$ cat src/hw/rtl/gea_pkg.sv
// ----------------------------------------------------------------------------
// gea_pkg
// Shared types and constants for the gather-elements address generator.
// ----------------------------------------------------------------------------
package gea_pkg;

    localparam int CFG_ADDR_W  = 3;
    localparam int CFG_DATA_W  = 64;
    localparam int IDX_W       = 16;
    localparam int OFS_W       = 32;
    localparam int STRIDE_W    = 32;
    localparam int REG_DIMS    = 4;   // dimensions backed by extent/stride registers
    localparam int RANK_W      = 3;
    localparam int AXIS_W      = 2;
    localparam int AXIS_SIZE_W = 16;
    localparam int FIFO_DEPTH  = 4;
    localparam int FIFO_PTR_W  = 2;
    localparam int FIFO_CNT_W  = 3;

    typedef enum logic [CFG_ADDR_W-1:0] {
        REG_TENSOR_RANK   = 3'd0,
        REG_GATHER_AXIS   = 3'd1,
        REG_IN_AXIS_SIZE  = 3'd2,
        REG_OUT_DIMS      = 3'd3,
        REG_IN_STRIDE_LO  = 3'd4,
        REG_IN_STRIDE_HI  = 3'd5,
        REG_OUT_STRIDE_LO = 3'd6,
        REG_OUT_STRIDE_HI = 3'd7
    } t_reg_idx;

    typedef struct packed {
        logic index_bad;
        logic last_element;
    } t_item_flags;

    localparam int FLAGS_W = $bits(t_item_flags);

endpackage

$ cat src/hw/rtl/gea_fifo.sv
// ----------------------------------------------------------------------------
// gea_fifo
// Small show-ahead queue between the coordinate front end and the offset
// back end.
// ----------------------------------------------------------------------------
module gea_fifo
    import gea_pkg::*;
#(
    parameter int WIDTH = 8
) (
    input  logic             i_clk,
    input  logic             i_rst_n,
    input  logic             i_push,
    input  logic [WIDTH-1:0] i_wdata,
    input  logic             i_pop,
    output logic [WIDTH-1:0] o_rdata,
    output logic             o_not_empty,
    output logic             o_not_full
);

    logic [WIDTH-1:0]      r_mem [FIFO_DEPTH];
    logic [FIFO_PTR_W-1:0] r_wr_ptr, r_rd_ptr;
    logic [FIFO_CNT_W-1:0] r_count;

    assign o_not_empty = (r_count != '0);
    assign o_not_full  = (r_count != FIFO_CNT_W'(FIFO_DEPTH));
    assign o_rdata     = r_mem[r_rd_ptr];

    always_ff @(posedge i_clk) begin
        if (!i_rst_n) begin
            r_wr_ptr <= '0;
            r_rd_ptr <= '0;
            r_count  <= '0;
        end else begin
            if (i_push) begin
                r_wr_ptr <= r_wr_ptr + 1'b1;
            end
            if (i_pop) begin
                r_rd_ptr <= r_rd_ptr + 1'b1;
            end
            case ({i_push, i_pop})
                2'b10:   r_count <= r_count + 1'b1;
                2'b01:   r_count <= r_count - 1'b1;
                default: r_count <= r_count;
            endcase
        end
    end

    always_ff @(posedge i_clk) begin
        if (i_push) begin
            r_mem[r_wr_ptr] <= i_wdata;
        end
    end

endmodule

$ cat config.mk
export PLATFORM = sky130hd
export DESIGN_NAME = gea_fifo
export DESIGN_NICKNAME = d
export VERILOG_FILES = /design/src/hw/rtl/gea_pkg.sv /design/src/hw/rtl/gea_fifo.sv
export SDC_FILE = /design/constraint.sdc
export NUM_CORES = 1
export LEC_CHECK = 0
export BUFFER_PORTS_ARGS = -buffer_cell sky130_fd_sc_hd__buf_4
export CAP_MARGIN = 20
export CORE_MARGIN = 2
export CORE_UTILIZATION = 45
export CTS_BUF_LIST = sky130_fd_sc_hd__clkbuf_2
export DETAILED_ROUTE_END_ITERATION = 8
export SYNTH_ARGS = -nofsm -noshare
export SYNTH_HDL_FRONTEND = slang
export SYNTH_SLANG_ARGS = --single-unit
$ cat constraint.sdc
create_clock -name i_clk -period 2 [get_ports i_clk]
set_clock_uncertainty 0.05 [all_clocks]
set_input_delay 0.2 -clock i_clk [delete_from_list [all_inputs] [get_ports i_clk]]
set_output_delay 0.2 -clock i_clk [all_outputs]
set_load 0.05 [all_outputs]
== Word-level counts from Yosys, hierarchy flattened ==
Memory sizes are Yosys's and may differ from the RTL's. A register that Yosys moved wholly into a read port is not among the register bits.
Cells that the tools add are included.

* Memories: 1
* Bits in registers: 7
* Memory bits (writable): 32
* Bits in latches: 0
* Word-level logic and storage cells: 18
* Bits of input ports: 12
* Memory bits (read-only): 0

* Multiplexer cells: 5
* Add/sub/neg operators: 4
* Reductions and logical operators: 2
* Order comparisons: 0
* Shift operators: 0
* Equality and inequality tests: 3
* Multipliers: 0
* Div/mod/pow operators: 0
* Bitwise gates (word level): 0

{| class="wikitable"
|+ Memories
! memory !! depth !! width !! rd ports !! clocked after memory_dff !! wr ports !! line !! source
|-
| r_mem || 4 || 8 || 1 || 1 || 1 || gea_fifo.sv:21 || <nowiki>logic [WIDTH-1:0] r_mem [FIFO_DEPTH];</nowiki>
|}

{| class="wikitable"
|+ Operator list
! operator !! count
|-
| $pmux W3 S2 || 1
|-
| $add A2 B1 Y2 const B || 2
|-
| $mux W2 || 2
|-
| $add A3 B1 Y3 const B || 1
|-
| $ne A3 B3 Y1 const B || 1
|-
| $reduce_bool A3 Y1 || 1
|-
| $sub A3 B1 Y3 const B || 1
|-
| $eq A2 B1 Y1 const B || 1
|-
| $eq A2 B2 Y1 const B || 1
|-
| $mux W1 || 2
|-
| $reduce_bool A2 Y1 || 1
|}

== Logic depth before layout (Yosys ltp) ==
* Depth in word-level cells: 3
* Depth in mapped cells: 7
* Depth with buffers taken out: 7

== Worst setup path after synthesis ==
No wires, ideal clock.

* Kind: reg-to-reg
* Start: register r_count[0]
* End: register r_count[2]
* Arrival time: 1.388 ns
* Required time: 1.880 ns
* Path buffers: 0
* Setup slack: 0.492 ns
* Library setup time: 0.070 ns
* Stages on the path, launching flop included: 6
* Cell sequence: dfxtp_1 inv_1 fa_1 xor2_1 or3_1 a21boi_1

* Word-level cells in the longest chain between the ends: 2
* Elaborated cells between the ends (all ways): 3
* Those cells by class: add/sub (2); mux (1)

{| class="wikitable"
|+ Ends and longest elaborated chain
! element !! line !! source
|-
| start, declared || gea_fifo.sv:23 || <nowiki>logic [FIFO_CNT_W-1:0] r_count;</nowiki>
|-
| start signal, assigned || gea_fifo.sv:42 || <nowiki>2'b10: r_count <= r_count + 1'b1;</nowiki>
|-
| start signal, assigned || gea_fifo.sv:43 || <nowiki>2'b01: r_count <= r_count - 1'b1;</nowiki>
|-
| start signal, assigned || gea_fifo.sv:44 || <nowiki>default: r_count <= r_count;</nowiki>
|-
| $sub A3 B1 Y3 / $add A3 B1 Y3 (equally long branches) || gea_fifo.sv:43, gea_fifo.sv:42 ||
|-
| $pmux W3 S2 (*) || gea_fifo.sv:41 || <nowiki>case ({i_push, i_pop})</nowiki>
|}

Every way passes the cells marked *; elsewhere a longest branch is shown, timed or not.
A chain may end at the register's enable or synchronous reset.

==> flow_summary.toml <==
[floorplan]
dieArea_sq_mm = 0.00407
die_y_um = 63.8
die_w_um = 63.8
core-area_sq_mm = 0.00339
initial_core_util = 0.474
std_cell_rows = 21
ioPinCount = 22

[layout]
synthToLayoutAreaGrowth_pct = 22.7
diodes = 0
layout_common_cells = "edfxtp_1 (32), buf_4 (21), and2_1 (10)"
drive_above_1_share = 0.304
nets = 142
layout_commonest_cell = "edfxtp_1"

[synthesis]
synth_edf_count = 32
seq_area_frac_synth = 0.710
async_flop_share = 0
ys_types = 18
synth.top_cell.area_share = 0.598
yosys_register_bits = 41
synthesis.nets = 106
netlist_area_sq_mm = 0.00161
yosysTopAreaCell = "edfxtp_1"
avgSynthCellArea_sq_um = 18.3
ys.flop_type = "edfxtp_1"
synth_area_leaders = "edfxtp_1 (60%), dfxtp_1 (11%), mux4_2 (11%)"
netlist_instances = 88
ys_warn_count = 0

[grt]
grt_pass1_vias = 840
grt_first_pass_wirelength_um = 4350
grt.overflow.total = 0
antenna_found_initial = 0
grt_max_degree = 13
gr-usage-all-layers = 0.150

[setup_path]
slowest_stage = "mux4_2"
cp-end-kind = "output port"
crit_arrival_ns = 1.63
r2r_cells = 5
start_kind = "flip-flop"
cp.required_ns = 1.75
max_stage_delay_ns = 0.52
crit_type = "flip-flop to output port"
path_max_fanout = 8
r2r_start = "r_count[0]"
cp_cell_sequence = "buf_6 -> mux4_2 -> buf_4"
cp.depth = 3
path_buf_inv = 2
cp_top_family = "multiplexers"

[power]
power_density_mw_per_mm2 = 917
power_uw = 1810
p_leak_uw = 0.000723
ir_worst_vdd_mv = 0.593

[clock_network]
insertion_delay_ns = 0.38
cts_root_buffer = "clkbuf_2"
cts_tree = "yes"
cts-buffers-inserted = 5
cts_buffer_depth = 2
htree_levels = 2
post-cts-setup-buffer-count = 0
cts.sinks = 41
clk_pin_slew_ns = 0.19

[placed_design]
pre_cts_slack_ns = 0.287
gp_congestion = 0.651
place_hpwl_um = 1780
io_buffer_count = 21

[sta]
finalWorstSetupSlack_ns = 0.117
hold_viol_final = 0
period_minus_slack_ns = 1.88
setup-tns-final_ns = 0
setup_viol = 0
max_freq_ghz = 0.531
slew_viol_final = 0
fin_crit_sh = 0.942
rsz0062_at_grt = "no"
tightestPinTransition_ns = 0.452
slew-limit-headroom = 0.699

[route]
drc = 0
wirelength_um = 2550
ant_nets = 0
vias = 826
vias_per_cell = 4.83
drt-pass1-iter-count = 4
wire_per_inst_um = 14.9
drt_iter0_markers = 12

[worst_hold_path]
hold_path.class = "input port to flip-flop"
min_delay_path_depth = 3
hold_path.startpoint = "i_push"

[outcome]
status = "finished, final reports clean"

[run]
maxCapViolCount = 0
==> final timing paths <==
path,to,slack [ns]
min reg2reg,r_count[2],0.47
max reg2reg,r_count[2],0.39
min,r_wr_ptr[1],0.08
max,o_rdata[0],0.12
==> worst register-to-register path: stages, from the launching register on <==
cell and delay (ns):
dfxtp_1 0.40, inv_1 0.09, fa_1 0.43, xor2_1 0.16
or3_1 0.30, a21boi_1 0.13
==> stage by stage <==
step	instance area, sq um	utilization	std cells	hold slack (ns)
floorplan	1610	-	88	0.249
global placement	1810	0.535	154	0.350
detailed placement	1810	0.535	154	0.358
CTS	1960	0.578	170	0.00213
global route	1970	0.582	171	0.0546
finish	1970	0.582	171	0.0785
==> synth_stat cells (2+ instances only) <==
library cell and count:
edfxtp_1 32, xor2_1 3, or3_1 2, mux4_2 8, xnor2_1 2, dfxtp_1 9
ha_1 5, o21ai_0 2, nand2_1 2, inv_1 6, and2_1 10
==> report_power, final <==
group / total [uW] / internal [uW] / leakage, uW / switching [uW]
clock network: 462 / 214 / 0.0000406 / 249
registers: 997 / 971 / 0.000368 / 26.0
logic: 351 / 143 / 0.000314 / 208
total: 1810 / 1330 / 0.000723 / 482
==> per-layer routing <==
| metal | track usage | vias to the layer above | wire, um |
|---|---|---|---|
| met5 | 0 | - | 0 |
| met4 | 0.0571 | 0 | 40 |
| met3 | 0.0528 | 5 | 115 |
| met2 | 0.239 | 17 | 1280 |
| met1 | 0.190 | 405 | 1110 |
| li1 | - | 399 | - |
==> state kept, by name, summed over array words and instances, names as in the netlist, named ones only <==
signal	cells
r_mem	32
r_count	3
r_rd_ptr	2
r_wr_ptr	2
==> cells by family (layout without fill, tap and decap cells) <==
group           count (synthesis)  count (layout)  synth area share
flops                          41              41             0.710
buf+inv                         8              45            0.0241
mux                             9               9             0.118
compound gates                  3               3            0.0109
xor+xnor                        5               5            0.0272
fa+ha+maj                       6               6            0.0514
simple gates                   16              16            0.0584
==> timing repair <==
item | 4_1_cts | 5_1_grt
endpoints found under the hold margin | 32 | 4
endpoints found under the setup margin | 0 | 8
hold buffers | 8 | 1
gates resized for setup | 0 | 2
==> area by class of cell <==
class,instances,area [sq um]
inverter,6,22.5
multi-input combinational,39,428
tap,46,57.6
sequential,41,1140
clock buffer,6,30.0
fill,276,1420
timing repair buffer,31,259
clock inverter,2,33.8
(Power assumes the default switching activity.)
