`src/hw/rtl/gea_pkg.sv`:
```
// ----------------------------------------------------------------------------
// gea_pkg
// Shared types and constants for the gather-elements address generator.
// ----------------------------------------------------------------------------
package gea_pkg;

    localparam int CFG_ADDR_W  = 3;
    localparam int CFG_DATA_W  = 64;
    localparam int IDX_W       = 16;
    localparam int OFS_W       = 32;
    localparam int STRIDE_W    = 32;
    localparam int REG_DIMS    = 4;   // dimensions backed by extent/stride registers
    localparam int RANK_W      = 3;
    localparam int AXIS_W      = 2;
    localparam int AXIS_SIZE_W = 16;
    localparam int FIFO_DEPTH  = 4;
    localparam int FIFO_PTR_W  = 2;
    localparam int FIFO_CNT_W  = 3;

    typedef enum logic [CFG_ADDR_W-1:0] {
        REG_TENSOR_RANK   = 3'd0,
        REG_GATHER_AXIS   = 3'd1,
        REG_IN_AXIS_SIZE  = 3'd2,
        REG_OUT_DIMS      = 3'd3,
        REG_IN_STRIDE_LO  = 3'd4,
        REG_IN_STRIDE_HI  = 3'd5,
        REG_OUT_STRIDE_LO = 3'd6,
        REG_OUT_STRIDE_HI = 3'd7
    } t_reg_idx;

    typedef struct packed {
        logic index_bad;
        logic last_element;
    } t_item_flags;

    localparam int FLAGS_W = $bits(t_item_flags);

endpackage

```
`src/hw/rtl/gea_front.sv`:
```
// ----------------------------------------------------------------------------
// gea_front
// Output coordinate counter: accepts one index per transaction, range-checks
// it, tags the coordinate with the gather axis and steps the counter in
// row-major order.
// ----------------------------------------------------------------------------
module gea_front
    import gea_pkg::*;
#(
    parameter int MAX_RANK = 4,
    parameter int DIM_BITS = 16,
    localparam int ENTRY_W = MAX_RANK*DIM_BITS + IDX_W + MAX_RANK + FLAGS_W
) (
    input  logic                   i_clk,
    input  logic                   i_rst_n,
    input  logic [RANK_W-1:0]      i_tensor_rank,
    input  logic [AXIS_W-1:0]      i_gather_axis,
    input  logic [AXIS_SIZE_W-1:0] i_in_axis_size,
    input  logic [CFG_DATA_W-1:0]  i_out_dims,
    input  logic                   i_in_valid,
    input  logic [IDX_W-1:0]       i_index,
    output logic                   o_in_ready,
    input  logic                   i_q_ready,
    output logic                   o_q_push,
    output logic [ENTRY_W-1:0]     o_q_data
);

    localparam int RK_W = 4;

    logic [MAX_RANK-1:0][DIM_BITS-1:0] r_coord, n_coord;
    logic [MAX_RANK-1:0][DIM_BITS-1:0] ext_m1;
    logic [MAX_RANK-1:0][DIM_BITS-1:0] coord_used;
    logic [MAX_RANK-1:0]               in_use, at_end, hit, carry;
    logic [RK_W-1:0]                   rank_raw, rank_eff;
    logic                              accept, last;
    t_item_flags                       flags;

    assign rank_raw = {1'b0, i_tensor_rank};

    always_comb begin
        if (rank_raw == '0) begin
            rank_eff = RK_W'(1);
        end else if (rank_raw > RK_W'(MAX_RANK)) begin
            rank_eff = RK_W'(MAX_RANK);
        end else begin
            rank_eff = rank_raw;
        end
    end

    for (genvar d = 0; d < MAX_RANK; d++) begin : g_dim
        // zero extent behaves as extent one
        if (d < REG_DIMS && d*DIM_BITS < CFG_DATA_W) begin : g_ext
            logic [DIM_BITS-1:0] ext;
            assign ext       = DIM_BITS'(i_out_dims >> (d*DIM_BITS));
            assign ext_m1[d] = (ext == '0) ? '0 : ext - 1'b1;
        end else begin : g_no_ext
            assign ext_m1[d] = '0;
        end

        if (d < REG_DIMS) begin : g_hit
            assign hit[d] = in_use[d] && (i_gather_axis == AXIS_W'(d));
        end else begin : g_no_hit
            assign hit[d] = 1'b0;
        end

        assign in_use[d]     = (RK_W'(d) < rank_eff);
        assign at_end[d]     = (r_coord[d] >= ext_m1[d]);
        assign coord_used[d] = in_use[d] ? r_coord[d] : '0;
    end

    // carry[d]: every used dimension faster than d sits at its end
    always_comb begin
        carry[MAX_RANK-1] = 1'b1;
        for (int d = MAX_RANK - 2; d >= 0; d--) begin
            carry[d] = carry[d+1] && (!in_use[d+1] || at_end[d+1]);
        end
        last = carry[0] && at_end[0];
    end

    always_comb begin
        for (int d = 0; d < MAX_RANK; d++) begin
            if (last) begin
                n_coord[d] = '0;
            end else if (in_use[d] && carry[d]) begin
                n_coord[d] = at_end[d] ? '0 : r_coord[d] + 1'b1;
            end else begin
                n_coord[d] = r_coord[d];
            end
        end
    end

    assign flags.index_bad    = i_index[IDX_W-1] || (i_index >= i_in_axis_size);
    assign flags.last_element = last;

    assign o_in_ready = i_q_ready;
    assign accept     = i_in_valid && i_q_ready;
    assign o_q_push   = accept;
    assign o_q_data   = {flags, hit, i_index, coord_used};

    always_ff @(posedge i_clk) begin
        if (!i_rst_n) begin
            r_coord <= '0;
        end else if (accept) begin
            r_coord <= n_coord;
        end
    end

endmodule

```
`config.mk`:
```
export PLATFORM = sky130hd
export DESIGN_NAME = gea_front
export DESIGN_NICKNAME = d
export VERILOG_FILES = /design/src/hw/rtl/gea_pkg.sv /design/src/hw/rtl/gea_front.sv
export SDC_FILE = /design/constraint.sdc
export NUM_CORES = 1
export LEC_CHECK = 0
export BUFFER_PORTS_ARGS = -buffer_cell sky130_fd_sc_hd__buf_2
export CORE_MARGIN = 4
export CORE_UTILIZATION = 40
export CTS_BUF_LIST = sky130_fd_sc_hd__clkbuf_8
export CTS_CLUSTER_SIZE = 20
export DETAILED_ROUTE_END_ITERATION = 7
export SETUP_SLACK_MARGIN = 0.02
export SLEW_MARGIN = 0
export SYNTH_ARGS = -nofsm -noshare
export SYNTH_HDL_FRONTEND = slang
export SYNTH_SLANG_ARGS = --single-unit
```
`constraint.sdc`:
```
create_clock -name i_clk -period 5.26 [get_ports i_clk]
set_clock_uncertainty 0.1 [all_clocks]
set_input_delay 0.789 -clock i_clk [delete_from_list [all_inputs] [get_ports i_clk]]
set_output_delay 0.789 -clock i_clk [all_outputs]
set_load 0.02 [all_outputs]
```
# After elaboration in Yosys (flattened, before gate mapping)
# Cells that the tools add are included.
# classes
n_addsub	8
order_cmp	10
n_eq_ne	3
muxes	22
n_reduce_logical	32
# op_table
cell	n
$mux W16	20
$ge A16 B16 Y1	5
$add A16 B1 Y16 const B	4
$logic_not A16 Y1	4
$sub A16 B1 Y16 const B	4
$logic_and A1 B1 Y1	11
$lt A1 B4 Y1 const A	2
$lt A2 B4 Y1 const A	2
$reduce_and A2 Y1	4
$reduce_bool A2 Y1	4
$eq A2 B2 Y1 const B	2
$logic_not A4 Y1	1
$logic_or A1 B1 Y1	4
$mux W4	1
$gt A3 B3 Y1 const B	1
$logic_not A1 Y1	3
$mux W3	1
$eq A2 B1 Y1 const B	1
$logic_not A2 Y1	1
# totals
register_bits	64
in_bits	105
output_inout_bits	88
word_cells	79

# Logic depth before layout (Yosys ltp)
# logic_depth
ltp_word	11
depth_mapped	19
depth_no_buf	16

# Least setup slack after synthesis
# Ideal clock, no wire load.
# synth_path
kind	in2out
from	input i_out_dims[55]
to	output o_q_data[84]
t_arrival_ps	4144
required_ps	4371
setup_slack_ps	227
cell_stages	15
path_buffers	2
path_cell_list	or4_1 > nor4_1 > nor2b_1 > nand4b_1 > and2_1 > ha_1 > nand2b_1 > a211oi_1 > o21ai_0 > a2111oi_4 > a22oi_4 > o21ai_1 > clkbuf_1 > nor2_1 > buf_4
# synth_between
elab_chain_len	7
word_cells_on_any_way	8
classes_between	add/sub (1); order compare (1); mux (1); reduce/logical (5)
# synth_rtl
item	line	text
start: declaration	gea_front.sv:19	input logic [CFG_DATA_W-1:0] i_out_dims,
$sub A16 B1 Y16 / $logic_not A16 Y1 (equally long branches)	gea_front.sv:55	assign ext_m1[d] = (ext == '0) ? '0 : ext - 1'b1;
$mux W16 (*)	gea_front.sv:55	
$ge A16 B16 Y1 (*)	gea_front.sv:67	assign at_end[d] = (r_coord[d] >= ext_m1[d]);
$logic_or A1 B1 Y1 (*)	gea_front.sv:75	carry[d] = carry[d+1] && (!in_use[d+1] || at_end[d+1]);
$logic_and A1 B1 Y1 (*) (2 in a row)	gea_front.sv:75	
$logic_and A1 B1 Y1 (*)	gea_front.sv:77	last = carry[0] && at_end[0];
end: declaration	gea_front.sv:25	output logic [ENTRY_W-1:0] o_q_data
# Every way passes the cells marked *; elsewhere a longest branch is shown, timed or not.

# Final worst setup path
# layout_path
from	input i_out_dims[43]
to	output o_q_data[84]
# Same word-level chain as after synthesis.

==> qor.txt <==
==========================================================================================
Width of the die ............................................................       140 um
Multi-input gate area in the final layout ...................................     5220 um2
Number of core rows .........................................................           48
Most common library cell in the layout ignoring fill and taps ............... sky130_fd_sc_hd__buf_2
Count of pins over their slew limit .........................................            0
Gr usage total ..............................................................        18.8%
Antenna violations before repair ............................................            0
Number of vias per cell after detailed routing ..............................         5.24
Gate count of the mapped netlist ............................................          969
Clock tree root buffer cell ................................................. sky130_fd_sc_hd__clkbuf_8
Worst ir drop on vdd ........................................................  0.0000995 V
Power density over the cells ................................................   148 nW/um2
Placed Instance Area ........................................................     8080 um2
Cell variety after synth ....................................................           60
Worst setup SP type .........................................................   input port
Data arrival time of the critical path ......................................      4.10 ns
Async set-or-reset flop fraction in the synthesized netlist .................           0%
Required time of the critical path ..........................................      4.37 ns
Sink Count ..................................................................           64
Final worst setup slack .....................................................     0.271 ns
Largest register FFs ........................................................           64
Total instance count after detailed placement ...............................         1347
Filler-free cell count of the finished design ...............................         1363
Endpoint with the worst hold slack ..........................................  r_coord[16]
Syn_nets ....................................................................         1165
Final net count .............................................................         1329
Fraction of the core area covered by cells at the end of the flow ...........        48.3%
Max Buffers Root-to-Sink ....................................................            2
R2r setup slk ...............................................................      1.85 ns
RSZ-0062 raised after global routing ........................................        false
Total Routed Length .........................................................      19.1 mm
Clock tree from TritonCTS ...................................................          yes
Xor and xnor area share after synthesis .....................................        7.15%
Finished layout cell area ...................................................     8290 um2
Iteration count of the initial detailed-routing pass ........................            5
Hold slack ..................................................................     0.390 ns
Static leakage ..............................................................      4.07 nW
Synth Cell Area .............................................................     6980 um2
Setup total negative slack ..................................................         0 ns
Port bufs ...................................................................          192
Number of antenna cells inserted ............................................            0
Worst Path Max Fanout .......................................................            6
First-pass GRT wire length ..................................................      31.4 mm
Number of DRC violations after detailed-routing iteration 0 .................          458
Register-to-Register Path Depth .............................................            9
Part of the Yosys area used for sequential elements .........................        18.4%
Tightest Pin Transition .....................................................     0.887 ns
Post-synthesis simple-gate area fraction ....................................        33.0%
Post-CTS setup buffers ......................................................            0
Largest family of logic cells by synthesized area ........................... simple AND/OR/NAND/NOR gates
Clock-pin slew of the registers on the worst-case setup and hold paths ......      0.06 ns
Outcome ..................................................................... finished clean
Seq cells post-synth ........................................................           64
Pin count of the biggest net entering global routing ........................           32
Floorplan die area ..........................................................    19600 um2
Most frequent cells in the layout ........................................... sky130_fd_sc_hd__buf_2 (192), sky130_fd_sc_hd__nand2_1 (139), sky130_fd_sc_hd__ha_1 (91)
Clock insertion delay at the later pin of the skew report ...................      0.35 ns
Mean Syn Cell Area ..........................................................     7.20 um2
Total power .................................................................      1.22 mW
Die height ..................................................................       140 um
Worst Setup Slack post-DPL ..................................................    0.0240 ns
Critical Path Slowest Stage Cell ............................................ sky130_fd_sc_hd__or4_1
Final weighted congestion of routability-driven global placement ............        0.823
Final critical path time including I/O delays and setup .....................      4.99 ns
Aggregate global routing overflow ...........................................            0
Tightest Hold Check Type .................................................... flip-flop to flip-flop
Type of the worst setup path ................................................ input port to primary output
Number of primary I/O pins ..................................................          193
H-tree depth reported by CTS ................................................            3
Register name with the most flops ...........................................      r_coord
Via count of the first global-routing pass ..................................         6510
Residual DRC ................................................................            0
Area of the placeable core ..................................................    17200 um2
Initial core utilization ....................................................        40.6%
ANT nets after route ........................................................            0
Worst hold path cell count ..................................................            2
Layout fillers ..............................................................         1834
Hold Crit Start .............................................................  r_coord[16]
Synthesized-area fraction occupied by ao, oa, aoi and oai cells .............        16.8%
Fmax ........................................................................      200 MHz
Multiplexer share of the synthesized area ...................................        1.15%
Slowest Stage Delay on Critical Path ........................................      0.59 ns
Capturing element type of the critical path ................................. primary output
Largest registers ranked by flip-flop count ................................. r_coord (64)
Routed len/inst .............................................................      14.0 um
Detailed placer's ending HPWL ...............................................      15.4 mm
Share of synthesized cell area in full adder, half adder and majority cells .        16.3%
Share of post-route cells with drive strength above 1 .......................        21.5%
Number of violations of the max-capacitance limit ...........................            0
Period utilization ..........................................................        94.8%
Overall via count from detail_route .........................................         7143
Cells along the critical path ............................................... buf_2 -> or4_1 -> nor3_2 -> nand4b_1 -> and2_1 -> ha_1 -> nand2b_1 -> a21o_1 -> a2111oi_1 -> buf_4 -> o211a_1 -> a22oi_4 -> o21ai_1 -> nor2_1 -> buf_2
Critical R2R Capture ........................................................   r_coord[8]
R2R Path Start ..............................................................  r_coord[41]
Final hold viol count .......................................................            0
Number of synthesized flops with an enable pin ..............................            0
Number of buffers added by the clock tree synthesis step ....................            9
Most common cell type on the critical path .................................. sky130_fd_sc_hd__buf_2
Main synth FF type .......................................................... sky130_fd_sc_hd__dfxtp_1
Setup violations, final .....................................................            0
Post-synthesis to final-layout area growth ..................................        18.8%
Sequential cell area ........................................................     1280 um2
Total of warnings raised by yosys ...........................................            0
Normalized max-slew margin ..................................................        40.5%
==========================================================================================
## synth_stat cells, drive strengths merged (3+ instances only)
library cell	instances	area, um2
nand3b	5	50.1
nor2b	29	181
nand4	20	125
buf	23	163
nor3b	3	22.5
ha	91	1140
nor3	35	175
and2	19	119
xnor2	22	193
or3	14	87.6
a22oi	8	73.8
and3	19	119
clkbuf	37	139
a21oi	53	265
nand4b	7	61.3
a211oi	16	125
o211ai	3	22.5
xor2	35	307
nor2	72	270
or3b	3	26.3
inv	52	195
nand3	43	215
or2	5	31.3
and4	3	26.3
o21ai	47	235
nand2	139	522
or4	9	67.6
mux2i	8	80.1
a21o	13	97.6
dfxtp	64	1280
a221oi	4	35.0
nand2b	13	81.3
a22o	7	61.3
nor4	12	75.1
a2111oi	3	45.1
o21bai	5	37.5
nor4b	3	26.3
## worst max-delay path, delay by kind of cell
| family | cells | cell delay, ns |
|---|---|---|
| and+or+nand+nor | 6 | 1.50 |
| AOI/OAI and AO/OA | 5 | 1.07 |
| buffers and inverters | 3 | 0.47 |
| adders and majority gates | 1 | 0.26 |
## layout make-up
cell class,instances,share of cell area (%)
clock buffer,12,1.99
clock inverter,4,0.226
timing repair buffer,213,13.5
sequential,64,15.5
multi-input combinational,791,63.0
inverter,54,2.44
tap,225,3.40
## worst max-delay path by stage
stage                         from      endpoint  slack (ns)  cells after the start
global placement    i_out_dims[37]   r_coord[14]        0.09                     16
global route        i_out_dims[43]  o_q_data[84]        0.03                     13
finish              i_out_dims[43]  o_q_data[84]        0.27                     15
detailed placement  i_out_dims[37]    r_coord[8]        0.02                     16
floorplan           i_out_dims[55]  o_q_data[84]        0.23                     15
CTS                 i_out_dims[43]  o_q_data[84]        0.14                     15
## where the power goes
group	internal [mW]	switching, mW
Combinational	0.133	0.177
Sequential	0.495	0.0206
Clock	0.206	0.192
Total	0.834	0.389
## timing repair
action	in CTS	in global routing
resized for setup	0	6
endpoints found under the setup margin	0	1
hold buffers	0	0
## routing by layer
| metal | vias up | part of all wire (%) | track usage (%) |
|---|---|---|---|
| met5 | - | 0 | 0 |
| met4 | 0 | 0.86 | 4.28 |
| met3 | 11 | 4.3 | 2.77 |
| met2 | 154 | 46 | 31.0 |
| met1 | 3231 | 48 | 26.1 |
| li1 | 3747 | - | - |
## logic make-up after synthesis
logic type | count (synthesis)
xor gates and xnor gates | 57
DFF | 64
AOI/OAI and AO/OA | 180
adders and majority gates | 91
buffers and inverters | 114
and+or+nand+nor | 455
muxes | 8
(Power assumes the default switching activity.)
